**src/hw/rtl/lpg_pkg.sv**
```systemverilog
// Shared constants for the line pixel generator.
package lpg_pkg;

    localparam int COORD_BITS = 12;

    localparam logic REQ_START = 1'b0;
    localparam logic REQ_STEP  = 1'b1;

endpackage

```
**src/hw/rtl/lpg_in_stage.sv**
```systemverilog
// Input register stage: holds one accepted request word until the core takes it.
module lpg_in_stage #(
    parameter int COORD_BITS = lpg_pkg::COORD_BITS
) (
    input  logic                  i_clk,
    input  logic                  i_rst_n,
    input  logic                  i_req_valid,
    output logic                  o_req_ready,
    input  logic                  i_req_type,
    input  logic [COORD_BITS-1:0] i_start_x,
    input  logic [COORD_BITS-1:0] i_start_y,
    input  logic [COORD_BITS-1:0] i_end_x,
    input  logic [COORD_BITS-1:0] i_end_y,
    input  logic                  i_adv,
    output logic                  o_valid,
    output logic                  o_req_type,
    output logic [COORD_BITS-1:0] o_start_x,
    output logic [COORD_BITS-1:0] o_start_y,
    output logic [COORD_BITS-1:0] o_end_x,
    output logic [COORD_BITS-1:0] o_end_y
);

    logic                  r_valid;
    logic                  r_req_type;
    logic [COORD_BITS-1:0] r_start_x;
    logic [COORD_BITS-1:0] r_start_y;
    logic [COORD_BITS-1:0] r_end_x;
    logic [COORD_BITS-1:0] r_end_y;
    logic                  n_valid;
    logic                  w_take;

    assign o_req_ready = !r_valid || i_adv;
    assign w_take      = i_req_valid && o_req_ready;

    always_comb begin
        n_valid = r_valid;
        if (w_take) begin
            n_valid = 1'b1;
        end else if (i_adv) begin
            n_valid = 1'b0;
        end
    end

    always_ff @(posedge i_clk) begin
        if (!i_rst_n) begin
            r_valid <= 1'b0;
        end else begin
            r_valid <= n_valid;
        end
    end

    always_ff @(posedge i_clk) begin
        if (w_take) begin
            r_req_type <= i_req_type;
            r_start_x  <= i_start_x;
            r_start_y  <= i_start_y;
            r_end_x    <= i_end_x;
            r_end_y    <= i_end_y;
        end
    end

    assign o_valid    = r_valid;
    assign o_req_type = r_req_type;
    assign o_start_x  = r_start_x;
    assign o_start_y  = r_start_y;
    assign o_end_x    = r_end_x;
    assign o_end_y    = r_end_y;

endmodule

```
**src/hw/rtl/lpg_core.sv**
```systemverilog
// Line state, per-word Bresenham step and the result register.
module lpg_core #(
    parameter int COORD_BITS = lpg_pkg::COORD_BITS
) (
    input  logic                  i_clk,
    input  logic                  i_rst_n,
    input  logic                  i_valid,
    output logic                  o_adv,
    input  logic                  i_req_type,
    input  logic [COORD_BITS-1:0] i_start_x,
    input  logic [COORD_BITS-1:0] i_start_y,
    input  logic [COORD_BITS-1:0] i_end_x,
    input  logic [COORD_BITS-1:0] i_end_y,
    output logic                  o_pix_valid,
    input  logic                  i_pix_ready,
    output logic [COORD_BITS-1:0] o_pixel_x,
    output logic [COORD_BITS-1:0] o_pixel_y,
    output logic                  o_last_pixel
);

    localparam int EB = COORD_BITS + 3;   // error term and diagonal increment
    localparam int SB = COORD_BITS + 2;   // straight increment

    // line state
    logic                  r_busy;
    logic [COORD_BITS-1:0] r_cur_x;
    logic [COORD_BITS-1:0] r_cur_y;
    logic signed [EB-1:0]  r_err;
    logic signed [EB-1:0]  r_diag;
    logic [SB-1:0]         r_straight;
    logic [COORD_BITS-1:0] r_steps;
    logic                  r_x_major;
    logic                  r_x_down;
    logic                  r_y_down;

    logic                  n_busy;
    logic [COORD_BITS-1:0] n_cur_x;
    logic [COORD_BITS-1:0] n_cur_y;
    logic signed [EB-1:0]  n_err;
    logic signed [EB-1:0]  n_diag;
    logic [SB-1:0]         n_straight;
    logic [COORD_BITS-1:0] n_steps;
    logic                  n_x_major;
    logic                  n_x_down;
    logic                  n_y_down;

    // result register
    logic                  r_o_valid;
    logic [COORD_BITS-1:0] r_o_x;
    logic [COORD_BITS-1:0] r_o_y;
    logic                  r_o_last;
    logic                  n_o_valid;
    logic                  w_emit;
    logic                  w_fire;

    // start decode
    logic signed [COORD_BITS:0] w_dx;
    logic signed [COORD_BITS:0] w_dy;
    logic [COORD_BITS:0]        w_adx_full;
    logic [COORD_BITS:0]        w_ady_full;
    logic [COORD_BITS-1:0]      w_adx;
    logic [COORD_BITS-1:0]      w_ady;
    logic                       w_xm;
    logic [COORD_BITS-1:0]      w_major;
    logic [COORD_BITS-1:0]      w_minor;
    logic [COORD_BITS-1:0]      w_x_dir;
    logic [COORD_BITS-1:0]      w_y_dir;

    assign o_adv  = !r_o_valid || i_pix_ready;
    assign w_fire = i_valid && o_adv;

    assign w_dx = $signed({i_end_x[COORD_BITS-1], i_end_x})
                - $signed({i_start_x[COORD_BITS-1], i_start_x});
    assign w_dy = $signed({i_end_y[COORD_BITS-1], i_end_y})
                - $signed({i_start_y[COORD_BITS-1], i_start_y});
    assign w_adx_full = w_dx[COORD_BITS] ? (-w_dx) : w_dx;
    assign w_ady_full = w_dy[COORD_BITS] ? (-w_dy) : w_dy;
    assign w_adx      = w_adx_full[COORD_BITS-1:0];
    assign w_ady      = w_ady_full[COORD_BITS-1:0];
    assign w_xm       = w_adx > w_ady;
    assign w_major    = w_xm ? w_adx : w_ady;
    assign w_minor    = w_xm ? w_ady : w_adx;

    // +1 or -1 in two's complement
    assign w_x_dir = r_x_down ? {COORD_BITS{1'b1}} : COORD_BITS'(1);
    assign w_y_dir = r_y_down ? {COORD_BITS{1'b1}} : COORD_BITS'(1);

    always_comb begin
        n_busy     = r_busy;
        n_cur_x    = r_cur_x;
        n_cur_y    = r_cur_y;
        n_err      = r_err;
        n_diag     = r_diag;
        n_straight = r_straight;
        n_steps    = r_steps;
        n_x_major  = r_x_major;
        n_x_down   = r_x_down;
        n_y_down   = r_y_down;
        w_emit     = 1'b0;
        if (w_fire) begin
            case (i_req_type)
                lpg_pkg::REQ_START: begin
                    w_emit     = 1'b1;
                    n_x_down   = w_dx[COORD_BITS];
                    n_y_down   = w_dy[COORD_BITS];
                    n_x_major  = w_xm;
                    n_err      = $signed({2'b00, w_minor, 1'b0})
                               - $signed({3'b000, w_major});
                    n_diag     = $signed({2'b00, w_minor, 1'b0})
                               - $signed({2'b00, w_major, 1'b0});
                    n_straight = {1'b0, w_minor, 1'b0};
                    n_steps    = w_major;
                    n_cur_x    = i_start_x;
                    n_cur_y    = i_start_y;
                    n_busy     = w_major != '0;
                end
                lpg_pkg::REQ_STEP: begin
                    if (r_busy) begin
                        w_emit = 1'b1;
                        if (!r_err[EB-1]) begin
                            // diagonal move: minor axis steps too
                            if (r_x_major) begin
                                n_cur_y = r_cur_y + w_y_dir;
                            end else begin
                                n_cur_x = r_cur_x + w_x_dir;
                            end
                            n_err = r_err + r_diag;
                        end else begin
                            n_err = r_err + $signed({1'b0, r_straight});
                        end
                        if (r_x_major) begin
                            n_cur_x = r_cur_x + w_x_dir;
                        end else begin
                            n_cur_y = r_cur_y + w_y_dir;
                        end
                        n_steps = r_steps - COORD_BITS'(1);
                        n_busy  = r_steps != COORD_BITS'(1);
                    end
                end
                default: begin
                    w_emit = 1'b0;
                end
            endcase
        end
    end

    always_comb begin
        n_o_valid = r_o_valid;
        if (w_emit) begin
            n_o_valid = 1'b1;
        end else if (i_pix_ready) begin
            n_o_valid = 1'b0;
        end
    end

    always_ff @(posedge i_clk) begin
        if (!i_rst_n) begin
            r_busy     <= 1'b0;
            r_cur_x    <= '0;
            r_cur_y    <= '0;
            r_err      <= '0;
            r_diag     <= '0;
            r_straight <= '0;
            r_steps    <= '0;
            r_x_major  <= 1'b0;
            r_x_down   <= 1'b0;
            r_y_down   <= 1'b0;
            r_o_valid  <= 1'b0;
        end else begin
            r_busy     <= n_busy;
            r_cur_x    <= n_cur_x;
            r_cur_y    <= n_cur_y;
            r_err      <= n_err;
            r_diag     <= n_diag;
            r_straight <= n_straight;
            r_steps    <= n_steps;
            r_x_major  <= n_x_major;
            r_x_down   <= n_x_down;
            r_y_down   <= n_y_down;
            r_o_valid  <= n_o_valid;
        end
    end

    always_ff @(posedge i_clk) begin
        if (w_emit) begin
            r_o_x    <= n_cur_x;
            r_o_y    <= n_cur_y;
            r_o_last <= !n_busy;
        end
    end

    assign o_pix_valid  = r_o_valid;
    assign o_pixel_x    = r_o_x;
    assign o_pixel_y    = r_o_y;
    assign o_last_pixel = r_o_last;

    a_idle_step_silent: assert property (@(posedge i_clk) disable iff (!i_rst_n)
        (w_fire && i_req_type == lpg_pkg::REQ_STEP && !r_busy) |=> !r_o_valid)
        else $error("step while idle produced a word");

    a_start_first_pixel: assert property (@(posedge i_clk) disable iff (!i_rst_n)
        (w_fire && i_req_type == lpg_pkg::REQ_START)
        |=> (r_o_valid && r_o_x == $past(i_start_x) && r_o_y == $past(i_start_y)))
        else $error("start did not emit its first endpoint");

    a_last_ends_line: assert property (@(posedge i_clk) disable iff (!i_rst_n)
        (r_o_valid && r_o_last) |-> !r_busy)
        else $error("last pixel emitted while line still busy");

    a_busy_has_steps: assert property (@(posedge i_clk) disable iff (!i_rst_n)
        r_busy |-> (r_steps != '0))
        else $error("busy with no steps left");

endmodule

```
**src/hw/rtl/line_pixel_generator.sv**
```systemverilog
// Bresenham line rasterizer (all octants): one request word per clock unless the pixel output
// stalls, one pixel per step; a word passes the input register, then the error add-and-compare
// feeding the result register; the error term and position update is the loop that sets the rate.
module line_pixel_generator #(
    parameter int COORD_BITS = lpg_pkg::COORD_BITS
) (
    input  logic                  i_clk,
    input  logic                  i_rst_n,
    input  logic                  i_req_valid,
    output logic                  o_req_ready,
    input  logic                  i_req_type,
    input  logic [COORD_BITS-1:0] i_start_x,
    input  logic [COORD_BITS-1:0] i_start_y,
    input  logic [COORD_BITS-1:0] i_end_x,
    input  logic [COORD_BITS-1:0] i_end_y,
    output logic                  o_pix_valid,
    input  logic                  i_pix_ready,
    output logic [COORD_BITS-1:0] o_pixel_x,
    output logic [COORD_BITS-1:0] o_pixel_y,
    output logic                  o_last_pixel
);

    logic                  w_valid;
    logic                  w_adv;
    logic                  w_req_type;
    logic [COORD_BITS-1:0] w_start_x;
    logic [COORD_BITS-1:0] w_start_y;
    logic [COORD_BITS-1:0] w_end_x;
    logic [COORD_BITS-1:0] w_end_y;

    lpg_in_stage #(
        .COORD_BITS(COORD_BITS)
    ) u_in_stage (
        .i_clk       (i_clk),
        .i_rst_n     (i_rst_n),
        .i_req_valid (i_req_valid),
        .o_req_ready (o_req_ready),
        .i_req_type  (i_req_type),
        .i_start_x   (i_start_x),
        .i_start_y   (i_start_y),
        .i_end_x     (i_end_x),
        .i_end_y     (i_end_y),
        .i_adv       (w_adv),
        .o_valid     (w_valid),
        .o_req_type  (w_req_type),
        .o_start_x   (w_start_x),
        .o_start_y   (w_start_y),
        .o_end_x     (w_end_x),
        .o_end_y     (w_end_y)
    );

    lpg_core #(
        .COORD_BITS(COORD_BITS)
    ) u_core (
        .i_clk        (i_clk),
        .i_rst_n      (i_rst_n),
        .i_valid      (w_valid),
        .o_adv        (w_adv),
        .i_req_type   (w_req_type),
        .i_start_x    (w_start_x),
        .i_start_y    (w_start_y),
        .i_end_x      (w_end_x),
        .i_end_y      (w_end_y),
        .o_pix_valid  (o_pix_valid),
        .i_pix_ready  (i_pix_ready),
        .o_pixel_x    (o_pixel_x),
        .o_pixel_y    (o_pixel_y),
        .o_last_pixel (o_last_pixel)
    );

endmodule

```
**config.mk**
```make
export PLATFORM = sky130hd
export DESIGN_NAME = line_pixel_generator
export DESIGN_NICKNAME = d
export VERILOG_FILES = /design/src/hw/rtl/lpg_pkg.sv /design/src/hw/rtl/lpg_in_stage.sv /design/src/hw/rtl/lpg_core.sv /design/src/hw/rtl/line_pixel_generator.sv
export SDC_FILE = /design/constraint.sdc
export NUM_CORES = 1
export LEC_CHECK = 0
export ABC_AREA = 1
export ABC_CLOCK_PERIOD_IN_PS = 6580
export BUFFER_PORTS_ARGS = -buffer_cell sky130_fd_sc_hd__buf_2
export CORE_MARGIN = 1.5
export CORE_UTILIZATION = 62
export DETAILED_ROUTE_END_ITERATION = 10
export PLACE_DENSITY_LB_ADDON = 0.05
export SLEW_MARGIN = 10
export SYNTH_ARGS = -nofsm -noshare
export SYNTH_HDL_FRONTEND = slang
export SYNTH_SLANG_ARGS = --single-unit
```
**constraint.sdc**
```tcl
create_clock -name i_clk -period 6.58 [get_ports i_clk]
set_input_delay 0.987 -clock i_clk [delete_from_list [all_inputs] [get_ports i_clk]]
set_output_delay 0.987 -clock i_clk [all_outputs]
set_load 0.02 [all_outputs]
```
[Yosys cells after proc, flatten, opt, wreduce, memory -nomap -nowiden]
Cells that the tools add are included.
Widths: inputs -> output; s select.
Storage, ports and cells
  output and inout port bits: 27
  input bits: 53
  register bits: 158
  word-level logic and storage cells: 78
Cells by class
  order comparisons: 1
  reduce and logical (&&, ||, !) cells: 12
  equal/unequal tests: 2
  $add $sub $neg: 11
  muxes and demuxes: 31
  bitwise operators: 1
Operator list (count)
  $mux 12: 15
  $pmux 12 s2: 3
  $mux 15: 2
  $pmux 15 s2: 1
  $sub 12x12->13: 2
  $add 12x12->12: 2
  $neg 12->12: 2
  $add 15x14->15: 1
  $add 15x15->15: 1
  $sub 13x12->14: 1
  $sub 13x13->14: 1
  $gt 12x12->1: 1
  $ne 12x1->1 const B: 1
  $reduce_bool 12->1: 1
  $sub 12x1->12 const B: 1
  $mux 1: 8
  $pmux 1 s2: 2
  $reduce_and 2->1: 2
  $reduce_bool 2->1: 2
  $logic_not 1->1: 3
  $logic_and 1x1->1: 2
  $logic_or 1x1->1: 2
  $ne 2x1->1 const B: 1
  $not 1->1: 1

[Depth between registers and ports, before layout]
  word-level depth: 9
  mapped depth: 44
  depth with buffers taken out: 42

[Hierarchy]
Synthesis repeated with hierarchy kept, for this count alone.
Second synthesis, totals
  cells, all modules: 1617
  area total of the unflattened synthesis: 11563.6 um2
Modules (own cells, without submodules)
  lpg_core: cells each 1561, times used 1, seq. area each 2352.3 um2, area an instance 10040.9 um2
  lpg_in_stage: cells each 56, times used 1, seq. area each 1491.4 um2, area an instance 1522.7 um2

[Least setup slack after synthesis]
No wires, ideal clock.
  path kind: register to register
  start point: register u_in_stage.r_start_x[0] (netlist: u_in_stage.o_start_x[0])
  end point: register u_core.r_err[6]
  setup slack: 1.136 ns
  data required time: 6.405 ns
  buffers on the path: 1
  data arrival time: 5.269 ns
  cell stages (with the launch flop): 39
  period minus slack after synthesis: 5.444 ns
  cell sequence: edfxtp_1 ha_1 fa_1 inv_1 nand3_1 nand2_1 nand2_1 nand2_1 nand4_1 nand2_1 nand2_1 nand2_1 clkbuf_1 o21ai_0 xnor2_1 inv_1 ha_1 nand2_1 [3 not listed] a21oi_1 nand2_1 a221o_1 nand3_2 nand2_4 nand2_4 nand2_1 o21ai_1 inv_1 fa_1 inv_1 a21oi_1 a21oi_2 nand3_1 nand2_1 a21oi_1 o21ai_0 a31oi_1
On the way
  word-level cells in the longest chain between the ends: 7
  elaborated cells on any way between the ends: 8
  those cells by class: add/sub: 3; order compare: 1; mux: 4
RTL lines
  from (decl): line lpg_in_stage.sv:25  | logic [COORD_BITS-1:0] r_start_x;
  from (signal assigned): line lpg_in_stage.sv:55  | r_start_x <= i_start_x;
  $sub 12x12->13 *: line lpg_core.sv:73  | - $signed({i_start_x[COORD_BITS-1], i_start_x});
  $neg 12->12: line lpg_core.sv:76  | assign w_adx_full = w_dx[COORD_BITS] ? (-w_dx) : w_dx;
  $mux 12 *: line lpg_core.sv:76
  $gt 12x12->1: line lpg_core.sv:80  | assign w_xm = w_adx > w_ady;
  $mux 12 (on tied branches): line lpg_core.sv:82, lpg_core.sv:81
  $sub 13x12->14 *: line lpg_core.sv:108  | - $signed({3'b000, w_major});
  $pmux 15 s2 *: line lpg_core.sv:101  | case (i_req_type)
  to (signal assigned): line lpg_core.sv:173  | r_err <= n_err;
  to (decl): line lpg_core.sv:28  | logic signed [EB-1:0] r_err;
Every way passes the cells marked *; elsewhere a longest branch is shown, timed or not.
A chain may end at the register's enable or synchronous reset.

[Worst setup path after layout]
  start point: register u_in_stage.r_start_x[0] (netlist: u_in_stage.o_start_x[0])
  end point: register u_core.r_err[7]
The elaborated chain is that of the path after synthesis.

==> impl_table.tex <==
\begin{tabular}{lr}
\hline
Metric & Value \\
\hline
\multicolumn{2}{l}{\textbf{Floorplan}} \\
\quad I/O pins & 80 \\
\quad Area of the die & roughly 20000 µm² \\
\quad Starting density of the core & 0.631 \\
\quad Floorplan die height & roughly 140 µm \\
\quad Floorplan core area & 18600 µm² \\
\quad Chip Width & 141 µm \\
\quad Cell Rows & 50 \\
\multicolumn{2}{l}{\textbf{STA}} \\
\quad Final clock period utilization by the worst path & 0.912 \\
\quad Max-slew headroom & 0.294 \\
\quad Slew @ Worst Pin & approximately 1.1 ns \\
\quad Number of hold-slack violations in the final timing report & 0 \\
\quad Summed negative setup slack over all endpoints & 0 ns \\
\quad Skew final & about 0.0082 ns \\
\quad Final setup vio count & 0 \\
\quad RSZ-0062 raised after global routing & no \\
\quad Min cycle time layout & 6.00 ns \\
\quad Max Clk Rate & 167 MHz \\
\quad Max-slew violation total from the final report & 0 \\
\quad Worst hold slack & $\sim$0.49 ns \\
\multicolumn{2}{l}{\textbf{Finish}} \\
\quad Largest register by flop count & u\_core.r\_err \\
\quad Net total in the final layout & 1909 \\
\quad Diode insertion count for antenna repair & 0 \\
\quad Share of final-layout standard cells stronger than drive strength 1 & 0.107 \\
\quad Most frequent cells in the layout & 438 x nand2\_1, 270 x inv\_1, 136 x o21ai\_0 \\
\quad Regs by FF count & u\_core.r\_err: 14 flops, u\_core.r\_diag: 13 flops \\
\quad Flip-flop count of the largest register after layout & 14 \\
\quad Area used by multi-input combinational logic & between 6000 and 7000 µm² \\
\quad Area of all sequential standard cells & around 3800 µm² \\
\quad Number of standard cells in the final layout excluding fillers & between 2000 and 2500 \\
\quad Most common cell after layout, fill and taps aside & nand2\_1 \\
\quad Filler cells & around 1600 \\
\quad Area added between synthesis and finish & 10.0\% \\
\multicolumn{2}{l}{\textbf{Outcome}} \\
\quad Status & finished, final reports clean \\
\multicolumn{2}{l}{\textbf{CTS}} \\
\quad Buffers from clock root to sink, at most & 2 \\
\quad Clock insertion delay at the later pin of the skew report & around 0.43 ns \\
\quad CTS Hold Bufs & 0 \\
\quad Clock Tree Root & clkbuf\_16 \\
\quad Post-CTS Setup Bufs & 0 \\
\quad Clk pin slew, worst setup/hold paths & approximately 0.060 ns \\
\quad Clock buffers created by TritonCTS & 17 \\
\quad Number of clock sinks seen by CTS & about 160 \\
\quad H-tree level count & 4 \\
\quad TritonCTS clock tree & done \\
\multicolumn{2}{l}{\textbf{GRT}} \\
\quad Total global routing overflow & 0 \\
\quad Met2 layer usage reported by global route & 0.536 \\
\quad Most Crowded Layer GR & met2 \\
\quad Antenna violations before repair & 1 \\
\quad Total Routing Usage GR & 0.339 \\
\quad Number of global-route vias before repair & between 10000 and 15000 \\
\quad First-pass GRT wire length & between 50 and 60 mm \\
\quad Met1 demand-to-capacity share in global routing & 0.482 \\
\quad Maximum number of pins on one net before global-route repair & 50 \\
\quad Global-route track usage on met3 & 0.0601 \\
\multicolumn{2}{l}{\textbf{Yosys}} \\
\quad Share of the synthesized area in compound gates (AO/OA/AOI/OAI) & 0.156 \\
\quad Cell count after synthesis & roughly 1700 \\
\quad Mean cell area of the mapped netlist & just under 7 µm² \\
\quad Sequential element share of the synthesized area & 0.327 \\
\quad YS warnings & 0 \\
\quad Xor-xnor portion of the synthesized cell area & 0.0335 \\
\quad Combinational family with the most area after synthesis & simple AND/OR/NAND/NOR gates \\
\quad Cell taking the most area after synthesis & edfxtp\_1 \\
\quad Number of flip-flops and latches in the synthesized netlist & around 160 \\
\quad Simple-gate share of the synthesized area & 0.284 \\
\quad Cell area after synthesis & roughly 12000 µm² \\
\quad Synth async-reset ratio & 0 \\
\quad Count of unique library cells instantiated by Yosys & 50 \\
\quad Top area cells in the synthesized netlist & edfxtp\_1 19\%, nand2\_1 14\%, dfxtp\_1 14\% \\
\quad Syn Nets & approximately 1800 \\
\quad EDFF count, synth & 74 \\
\quad Area share of the largest cell type after synthesis & 0.189 \\
\quad Post-synth top flop & dfxtp\_1 \\
\quad Area share of fa/ha/maj cells after synthesis & 0.0921 \\
\quad Post-synthesis mux area share & 0 \\
\multicolumn{2}{l}{\textbf{Placed design}} \\
\quad Global placer's final weighted congestion & between 0.9 and 1 \\
\quad Number of port buffers & 79 \\
\quad Post-placement cell count & approximately 2000 \\
\quad Post-detailed-placement half-perimeter wirelength & 24.9 mm \\
\multicolumn{2}{l}{\textbf{Worst setup path}} \\
\quad Max incr delay on CP & roughly 0.44 ns \\
\quad CP most frequent cell & nand2\_1 \\
\quad Cell with the biggest individual delay on the critical path & fa\_1 \\
\quad Crit end category & register \\
\quad Highest fanout seen on the critical path & 14 \\
\quad Arrival time of data at the critical path endpoint & 6.37 ns \\
\quad Worst EP required & around 6.9 ns \\
\quad Setup crit start kind & register \\
\quad Category of the most critical setup path & register to register \\
\multicolumn{2}{l}{\textbf{Detailed routing}} \\
\quad Wire length per cell after detailed routing & 16.4 µm \\
\quad Iter 0 DRT Violations & roughly 1200 \\
\quad Number of detailed-routing iterations run before antenna repair & 6 \\
\quad DR vias/cell & about 5.7 \\
\quad DRC violations left & 0 \\
\quad Detailed Route WL & $\sim$33 mm \\
\quad Final antenna-violating net count & 0 \\
\quad Number of vias in the routed layout & between 10000 and 15000 \\
\multicolumn{2}{l}{\textbf{Power}} \\
\quad Fraction of power consumed by sequential logic & 0.245 \\
\quad Power per cell area & approximately 350 nW/µm² \\
\quad Relative contribution of combinational cells to total power & 0.536 \\
\quad LEAKAGE & $\sim$6.4 nW \\
\quad Switching power total & around 2.1 mW \\
\quad Switching share of power & 0.473 \\
\quad Total power & between 4 and 5 mW \\
\quad Internal power & $\sim$2.4 mW \\
\quad Maximum vdd drop & 0.223 mV \\
\quad Clock network fraction of design power & 0.219 \\
\multicolumn{2}{l}{\textbf{Min path}} \\
\quad Hold/Removal Path Class & register to register \\
\multicolumn{2}{l}{\textbf{Run}} \\
\quad Maximum capacitance violations & 0 \\
\hline
\end{tabular}
-- path summary, 6_finish.rpt --
check,start,slack (ns),end,cells after the start
max,u_in_stage.o_start_x[0],0.58,u_core.r_err[7],37
max reg2reg,u_in_stage.o_start_x[0],0.58,u_core.r_err[7],37
min reg2reg,u_core.r_steps[1],0.49,u_core.r_steps[1],2
min,u_core.r_steps[1],0.49,u_core.r_steps[1],2
-- critical path, delay by kind of cell (launching register included) --
kind            cells  cell delay (ns)
flops               1             0.40
simple gates       22             2.21
fa+ha+maj           4             1.45
buf+inv             3             0.34
compound gates      6             1.05
xor+xnor            2             0.49
-- timing repair --
item | 4_1_cts | 5_1_grt
hold endpoints to repair | 0 | 0
resized for setup | 0 | 6
endpoints found under the setup margin | 0 | 12
-- cells by family (layout without fill, tap and decap cells) --
group           after synthesis  count (layout)
flops                       155             155
compound gates              334             334
simple gates                768             768
buf+inv                     328             404
xor+xnor                     42              42
fa+ha+maj                    83              83
-- layout make-up --
class / instances / area share
Multi-Input combinational cell: 1227 / 0.517
Sequential cell: 155 / 0.297
Inverter: 280 / 0.0812
Timing Repair Buffer: 92 / 0.0381
Clock buffer: 19 / 0.0334
Tap cell: 234 / 0.0226
Clock inverter: 13 / 0.0109
-- power groups by stage --
| stage | Clock (mW) | Sequential (mW) | Combinational, mW |
|---|---|---|---|
| 2_1_floorplan | 0 | 1.12 | 1.75 |
| 4_1_cts | 0.990 | 1.10 | 2.31 |
| 5_1_grt | 1.03 | 1.11 | 2.66 |
| 6_report | 0.984 | 1.10 | 2.41 |
| 3_3_place_gp | 0 | 1.12 | 2.29 |
| 3_5_place_dp | 0 | 1.12 | 2.30 |
-- cells in the mapped netlist, types with 2 or more instances --
library cell,count
a21oi_1,127
a21oi_2,2
a22oi_1,2
a31oi_1,9
and2_1,6
buf_1,2
buf_2,4
buf_6,4
clkbuf_1,37
clkinv_1,4
dfxtp_1,81
edfxtp_1,74
fa_1,6
ha_1,77
inv_1,271
inv_2,5
nand2_1,439
nand2_2,27
nand2_4,3
nand3_1,106
nand3_2,7
nand3b_1,5
nand4_1,25
nor2_1,112
nor2_2,7
nor3_1,21
nor4_1,4
o2111ai_1,6
o211ai_1,19
o21ai_0,136
o21ai_1,10
o21ai_2,5
o21bai_1,8
o22ai_1,2
o31ai_1,3
or2_2,2
xnor2_1,11
xor2_1,29
-- through the flow --
step                      setup slack (ns)  cell area [µm²]  utilization
after detailed placement             0.447            12300        0.662
after floorplan                       1.14            11800            -
after global placement               0.610            12300        0.662
final                                0.577            12900        0.694
after CTS                            0.433            12900        0.692
after global routing                0.0319            12900        0.694
-- per-layer routing --
layer  routed length (µm)  part of all wire
met3                 2720             0.082
met5                   11           0.00033
met1                15200              0.46
met2                14600              0.44
met4                  537             0.016
No activity file was read; power rests on OpenSTA's default activity.
